==> config.mk <==
export PLATFORM = sky130hd
export DESIGN_NAME = cbm_regs
export DESIGN_NICKNAME = d
export VERILOG_FILES = /design/src/cartridge_bank_mapper_defines.svh /design/src/cbm_pkg.sv /design/src/cbm_regs.sv
export SDC_FILE = /design/constraint.sdc
export NUM_CORES = 1
export LEC_CHECK = 0
export BUFFER_PORTS_ARGS = -buffer_cell sky130_fd_sc_hd__buf_2
export CORE_AREA = 3 3 83 116
export CTS_CLUSTER_DIAMETER = 100
export CTS_CLUSTER_SIZE = 8
export DETAILED_ROUTE_END_ITERATION = 8
export DIE_AREA = 0 0 86 119
export PLACE_DENSITY_LB_ADDON = 0.1
export SYNTH_ARGS = -nofsm -noshare
export SYNTH_HDL_FRONTEND = slang
export SYNTH_SLANG_ARGS = --single-unit
==> constraint.sdc <==
create_clock -name aclk -period 2.75 [get_ports aclk]
set_input_delay 0 -clock aclk [delete_from_list [all_inputs] [get_ports aclk]]
set_output_delay 0 -clock aclk [all_outputs]
set_load 0.05 [all_outputs]
==> src/cartridge_bank_mapper_defines.svh <==
// Assertion macros shared by the bank mapper RTL.
// Depends on nothing; files that assert include it inside their module body.
`ifndef CARTRIDGE_BANK_MAPPER_DEFINES_SVH
`define CARTRIDGE_BANK_MAPPER_DEFINES_SVH

// Immediate implication: cons must hold in the cycle where ante holds.
`define CBM_ASSERT_NOW(lbl, ante, cons, msg) \
    lbl: assert property (@(posedge aclk) disable iff (!aresetn) (ante) |-> (cons)) \
        else $error(msg);

// Next-cycle implication: cons must hold in the cycle after ante.
`define CBM_ASSERT_NEXT(lbl, ante, cons, msg) \
    lbl: assert property (@(posedge aclk) disable iff (!aresetn) (ante) |=> (cons)) \
        else $error(msg);

`endif

==> src/cbm_pkg.sv <==
// Shared constants and types of the cartridge bank mapper.
// Used by cbm_regs and cartridge_bank_mapper; depends on nothing.
package cbm_pkg;

    localparam int RAM_BANKS_DEF  = 16;
    localparam int ROM_BANKS_DEF  = 512;
    localparam int RAM_BANK_BYTES = 8192;
    localparam int RAM_OFF_W      = 13;
    localparam int RAM_FULL_W     = 8 + RAM_OFF_W;

    // register indexes (paddr[3:2])
    localparam logic [1:0] REG_ROM_BANK_COUNT = 2'd0;
    localparam logic [1:0] REG_RAM_BANK_COUNT = 2'd1;
    localparam logic [1:0] REG_HAS_RUMBLE     = 2'd2;

    localparam logic [9:0] ROM_COUNT_RESET = 10'd2;

    // bus decode
    localparam logic [15:0] ADDR_RAMEN_END   = 16'h1FFF;
    localparam logic [15:0] ADDR_ROMLO_END   = 16'h2FFF;
    localparam logic [15:0] ADDR_ROMHI_END   = 16'h3FFF;
    localparam logic [15:0] ADDR_RAMSEL_END  = 16'h5FFF;
    localparam logic [15:0] ADDR_ROM1_END    = 16'h7FFF;
    localparam logic [15:0] ADDR_RAM_START   = 16'hA000;
    localparam logic [15:0] ADDR_RAM_END     = 16'hBFFF;

    localparam logic [7:0] RAM_ENABLE_KEY  = 8'h0A;
    localparam logic [7:0] LOW_NIBBLE_MASK = 8'b0000_1111;
    localparam logic [7:0] BIT0_MASK       = 8'b0000_0001;
    localparam logic [7:0] RUMBLE_MASK     = 8'b0000_1000;
    localparam logic [7:0] OPEN_BUS        = 8'hFF;

    localparam logic MODE_READ  = 1'b0;
    localparam logic MODE_WRITE = 1'b1;

    typedef struct packed {
        logic [7:0]  read_data;
        logic        rom_fetch;
        logic [22:0] rom_address;
        logic        rumble_on;
        logic        use_ram;
    } res_t;

    typedef struct packed {
        logic                  en;
        logic                  we;
        logic [RAM_FULL_W-1:0] addr;
        logic [7:0]            wdata;
    } ram_req_t;

endpackage

==> src/cbm_regs.sv <==
// Configuration registers, bank registers and bus access decode.
// Depends on cbm_pkg; feeds a result and a RAM request to the top level.
module cbm_regs #(
    parameter int RAM_BANKS = cbm_pkg::RAM_BANKS_DEF,
    parameter int ROM_BANKS = cbm_pkg::ROM_BANKS_DEF
) (
    input  logic              aclk,
    input  logic              aresetn,
    input  logic              psel,
    input  logic              penable,
    input  logic              pwrite,
    input  logic [3:0]        paddr,
    input  logic [31:0]       pwdata,
    output logic [31:0]       prdata,
    input  logic              accept,
    input  logic              mode,
    input  logic [15:0]       address,
    input  logic [7:0]        write_data,
    output cbm_pkg::res_t     res,
    output cbm_pkg::ram_req_t ram_req
);
    import cbm_pkg::*;

    logic [9:0] rom_bank_count_reg;
    logic [4:0] ram_bank_count_reg;
    logic       has_rumble_reg;

    logic [7:0] rom_bank_low_reg, rom_bank_low_next;
    logic       rom_bank_high_reg, rom_bank_high_next;
    logic [7:0] ram_bank_select_reg, ram_bank_select_next;
    logic       ram_enabled_reg, ram_enabled_next;
    logic       motor_level_reg, motor_level_next;

    logic [8:0] rom_bank;
    logic       rom_ok;
    logic       ram_ok;
    logic       in_ram;
    logic       cfg_write;

    assign cfg_write = psel && penable && pwrite;

    always_ff @(posedge aclk) begin
        if (!aresetn) begin
            rom_bank_count_reg <= ROM_COUNT_RESET;
            ram_bank_count_reg <= '0;
            has_rumble_reg     <= 1'b0;
        end else if (cfg_write) begin
            unique case (paddr[3:2])
                REG_ROM_BANK_COUNT: rom_bank_count_reg <= pwdata[9:0];
                REG_RAM_BANK_COUNT: ram_bank_count_reg <= pwdata[4:0];
                REG_HAS_RUMBLE:     has_rumble_reg     <= pwdata[0];
                default: ;
            endcase
        end
    end

    always_comb begin
        unique case (paddr[3:2])
            REG_ROM_BANK_COUNT: prdata = {22'd0, rom_bank_count_reg};
            REG_RAM_BANK_COUNT: prdata = {27'd0, ram_bank_count_reg};
            REG_HAS_RUMBLE:     prdata = {31'd0, has_rumble_reg};
            default:            prdata = '0;
        endcase
    end

    assign rom_bank = {rom_bank_high_reg, rom_bank_low_reg};
    assign rom_ok   = ({1'b0, rom_bank} < rom_bank_count_reg)
                   && ({1'b0, rom_bank} < 10'(ROM_BANKS));
    assign ram_ok   = ram_enabled_reg
                   && (ram_bank_select_reg < {3'd0, ram_bank_count_reg})
                   && (ram_bank_select_reg < 8'(RAM_BANKS));
    assign in_ram   = (address >= ADDR_RAM_START) && (address <= ADDR_RAM_END);

    always_comb begin
        rom_bank_low_next    = rom_bank_low_reg;
        rom_bank_high_next   = rom_bank_high_reg;
        ram_bank_select_next = ram_bank_select_reg;
        ram_enabled_next     = ram_enabled_reg;
        motor_level_next     = motor_level_reg;
        res                  = '0;
        ram_req.en           = 1'b0;
        ram_req.we           = mode;
        ram_req.addr         = {ram_bank_select_reg, address[RAM_OFF_W-1:0]};
        ram_req.wdata        = write_data;

        if (mode == MODE_WRITE) begin
            priority if (address <= ADDR_RAMEN_END) begin
                ram_enabled_next = (write_data & LOW_NIBBLE_MASK) == RAM_ENABLE_KEY;
            end else if (address <= ADDR_ROMLO_END) begin
                rom_bank_low_next = write_data;
            end else if (address <= ADDR_ROMHI_END) begin
                rom_bank_high_next = (write_data & BIT0_MASK) != 8'd0;
            end else if (address <= ADDR_RAMSEL_END) begin
                ram_bank_select_next = write_data;
                if (has_rumble_reg) begin
                    motor_level_next = (write_data & RUMBLE_MASK) != 8'd0;
                end
            end else if (in_ram && ram_ok) begin
                ram_req.en = accept;
            end else begin
                // unmapped write: drop
            end
        end else begin
            priority if (address <= ADDR_ROMHI_END) begin
                res.rom_fetch   = 1'b1;
                res.rom_address = {9'd0, address[13:0]};
            end else if (address <= ADDR_ROM1_END) begin
                if (rom_ok) begin
                    res.rom_fetch   = 1'b1;
                    res.rom_address = {rom_bank, address[13:0]};
                end else begin
                    res.read_data = OPEN_BUS;
                end
            end else if (in_ram && ram_ok) begin
                res.use_ram = 1'b1;
                ram_req.en  = accept;
            end else begin
                res.read_data = OPEN_BUS;
            end
        end
        res.rumble_on = motor_level_next & has_rumble_reg;
    end

    always_ff @(posedge aclk) begin
        if (!aresetn) begin
            rom_bank_low_reg    <= 8'd1;
            rom_bank_high_reg   <= 1'b0;
            ram_bank_select_reg <= '0;
            ram_enabled_reg     <= 1'b0;
            motor_level_reg     <= 1'b0;
        end else if (accept) begin
            rom_bank_low_reg    <= rom_bank_low_next;
            rom_bank_high_reg   <= rom_bank_high_next;
            ram_bank_select_reg <= ram_bank_select_next;
            ram_enabled_reg     <= ram_enabled_next;
            motor_level_reg     <= motor_level_next;
        end
    end

endmodule

==> flow_summary.ini <==
[die]
io-pin-count = 164
coreArea_mm2 = 0.00866
rows = 40
die_w_um = 86
die_y_um = 119
initial_core_util_pct = 29.9
die_area_mm2 = 0.0102

[drt]
num_vias = 2212
ant_nets = 0
dr.first_iter.drc_count = 57
viasPerCell = 4.49
routedWlPerCell_um = 14.2
wl_um = 7020
firstDrtPassIters = 4
drc = 0

[worst_hold_path]
hp-start = pwdata[9]
worstHoldEndpoint = rom_bank_count_reg[9]$_SDFFE_PN0P_
min_path_type = in2reg
hold_depth = 3

[critical_path]
criticalPathCategory = reg2out
timing.rr.end = motor_level_reg$_SDFFE_PN0P_
critPathLaunchType = flip-flop
rr_worst_depth = 3
cp.arrival_ns = 2.56
crit_fanout = 15
regToRegStartpoint = has_rumble_reg$_SDFFE_PN0P_
rrSetupSlack_ns = 1.94
startpoint = rom_bank_count_reg[3]$_SDFFE_PN0P_
worst_ep_required_time_ns = 2.75
cp-end-kind = primary output

[sta]
relSlewSlack_pct = 43.8
drv_slew = 0
finalSetupViolCount = 0
worst_clock_skew_ns = 0.00271
worst_slew_pin_slew_ns = 0.843
hold_viol = 0
grt_setup_unrepaired = no
final.min_clock_period_ns = 2.56
fin_crit_sh_pct = 93.1
layout_setup_ws_ns = 0.191
fin_setup_tns_ns = 0
fmax_ghz = 0.391

[place]
post-place-ws_ns = 0.491
io_buffers = 117
dp_cells = 477
place.gp.congestion = 0.730
dp_hpwl_um = 5530

[finish]
fin_cells = 493
largest_register_ffs = 10
final_util_pct = 37.0
antenna_cells = 0
nets = 466
area_growth_syn_to_layout_pct = 24.0
drive_above_1_share_pct = 37.9
fillers = 934

[power]
p_clk_share_pct = 41.1
power_per_cell_area_mw_per_mm2 = 499
p_seq_share_pct = 32.4
p_comb_share_pct = 26.5
p_int_mw = 1.06
p_sw_mw = 0.535
vdd_drop_max_uv = 321
power.leakage_nw = 1.49
swShare_pct = 33.5

[status]
status = completed

[clock_network]
clkSinkCount = 35
clk_pin_slew_ns = 0.05
cts_tree = yes
cts_max_path_buffers = 2
clock_latency_ns = 0.27
post_cts_buffers = 0
cts_max_level = 2
ctsRootBufferMaster = clkbuf_16
cts-buffers-inserted = 5

[yosys]
synth_cell_types = 43
syn_inst = 296
synth-main-ff-cell = dfxtp_1
yosys-top-cells-area = dfxtp_1, buf_4, mux2i_1, a21boi_0, ha_1
syn_avg_cell_area_um2 = 8.73
yosys.area.top_type = dfxtp_1
synth_top_area_share_pct = 27.1
synth_area_mm2 = 0.00258
ys_ff_latch = 35
seq_area_frac_synth_pct = 27.1
yosysWarningCount = 0
synth_edf_count = 0
async_flop_share_pct = 0

[global_routing]
grt_first_pass_wirelength_um = 11100
grt_util_all_layers_pct = 13.6
grt_overflow = 0
antenna_found_initial = 0
grt_pass1_vias = 2106
grt_max_degree = 36

[job]
maxCapViolCount = 0
[routing by layer]
metal	routed length (um)	track usage, %	share of wire, %
met5	0	0	0
met4	72	3.56	1.0
met3	525	2.28	7.5
met2	3500	24.7	50
met1	2920	16.3	42
[worst max path at each step]
stage	to	slack, ns	cells after the start
floorplan	res[16]	0.20	6
global placement	res[2]	0.54	7
detailed placement	res[3]	0.49	7
CTS	res[3]	0.17	7
global route	res[3]	0.02	7
finish	res[3]	0.19	7
[Yosys cell counts (6+ instances only)]
cell,number
buf_4,52
dfxtp_1,35
nand3_1,11
nor2_1,7
nor2b_1,19
a21boi_0,22
clkbuf_1,6
ha_1,12
nor3_1,6
nand2_1,29
inv_1,12
mux2i_1,23
a21boi_2,9
nor3b_1,11
[cell usage in the layout (no fill, tap or decap), types with 12 or more instances in the layout]
cell and count:
dfxtp_1 35, nand2_1 29, inv_1 12, mux2i_1 23, nor2b_1 19, a21boi_0 22
buf_2 117, ha_1 12, conb_1 22
[logic make-up (layout without fill, tap and decap cells)]
group,after synthesis,count (layout),share of synthesized area (%)
buffers and inverters,75,146,19.2
other,1,22,0.145
adder cells (fa/ha/maj),12,12,5.81
multiplexers,23,23,8.91
flip-flops,35,35,27.1
AND/OR/NAND/NOR,101,101,22.5
AO/OA/AOI/OAI,49,49,16.4
[power groups by stage]
stage	Sequential [mW]	Combinational (mW)	Clock (mW)
floorplan	0.532	0.370	0
global placement	0.528	0.416	0
detailed placement	0.528	0.417	0
CTS	0.517	0.427	0.675
global route	0.518	0.448	0.694
finish	0.517	0.424	0.657
[through the flow]
step	cell area (um2)	total power, mW	hold WS (ns)
6_report	3200	1.60	0.0114
5_1_grt	3200	1.66	0.0360
3_5_place_dp	2950	0.945	0.258
2_1_floorplan	2680	0.902	0.0690
4_1_cts	3200	1.62	0.0117
3_3_place_gp	2950	0.945	0.245
[final cells by class]
cell class / count / area (um2) / share of cell area, %
sequential: 35 / 701 / 21.9
timing repair buffer: 126 / 673 / 21.0
tap: 105 / 131 / 4.10
inverter: 12 / 45.0 / 1.41
clock inverter: 2 / 35.0 / 1.09
clock buffer: 6 / 139 / 4.33
multi-input combinational: 207 / 1480 / 46.2
[timing repair]
| action | 4_1_cts | 5_1_grt |
|---|---|---|
| hold buffers | 8 | 0 |
| endpoints found under the hold margin | 8 | 0 |
| endpoints found under the setup margin | 0 | 0 |
| gates resized for setup | 0 | 0 |
[critical path: stages, from the launching register on]
cell and delay (ns):
dfxtp_1 0.34, inv_1 0.06, ha_1 0.32, a211o_1 0.26
a21oi_1 0.34, nand3_2 0.40, a21boi_0 0.27, buf_2 0.29
Power figures use the tool's default switching activity.
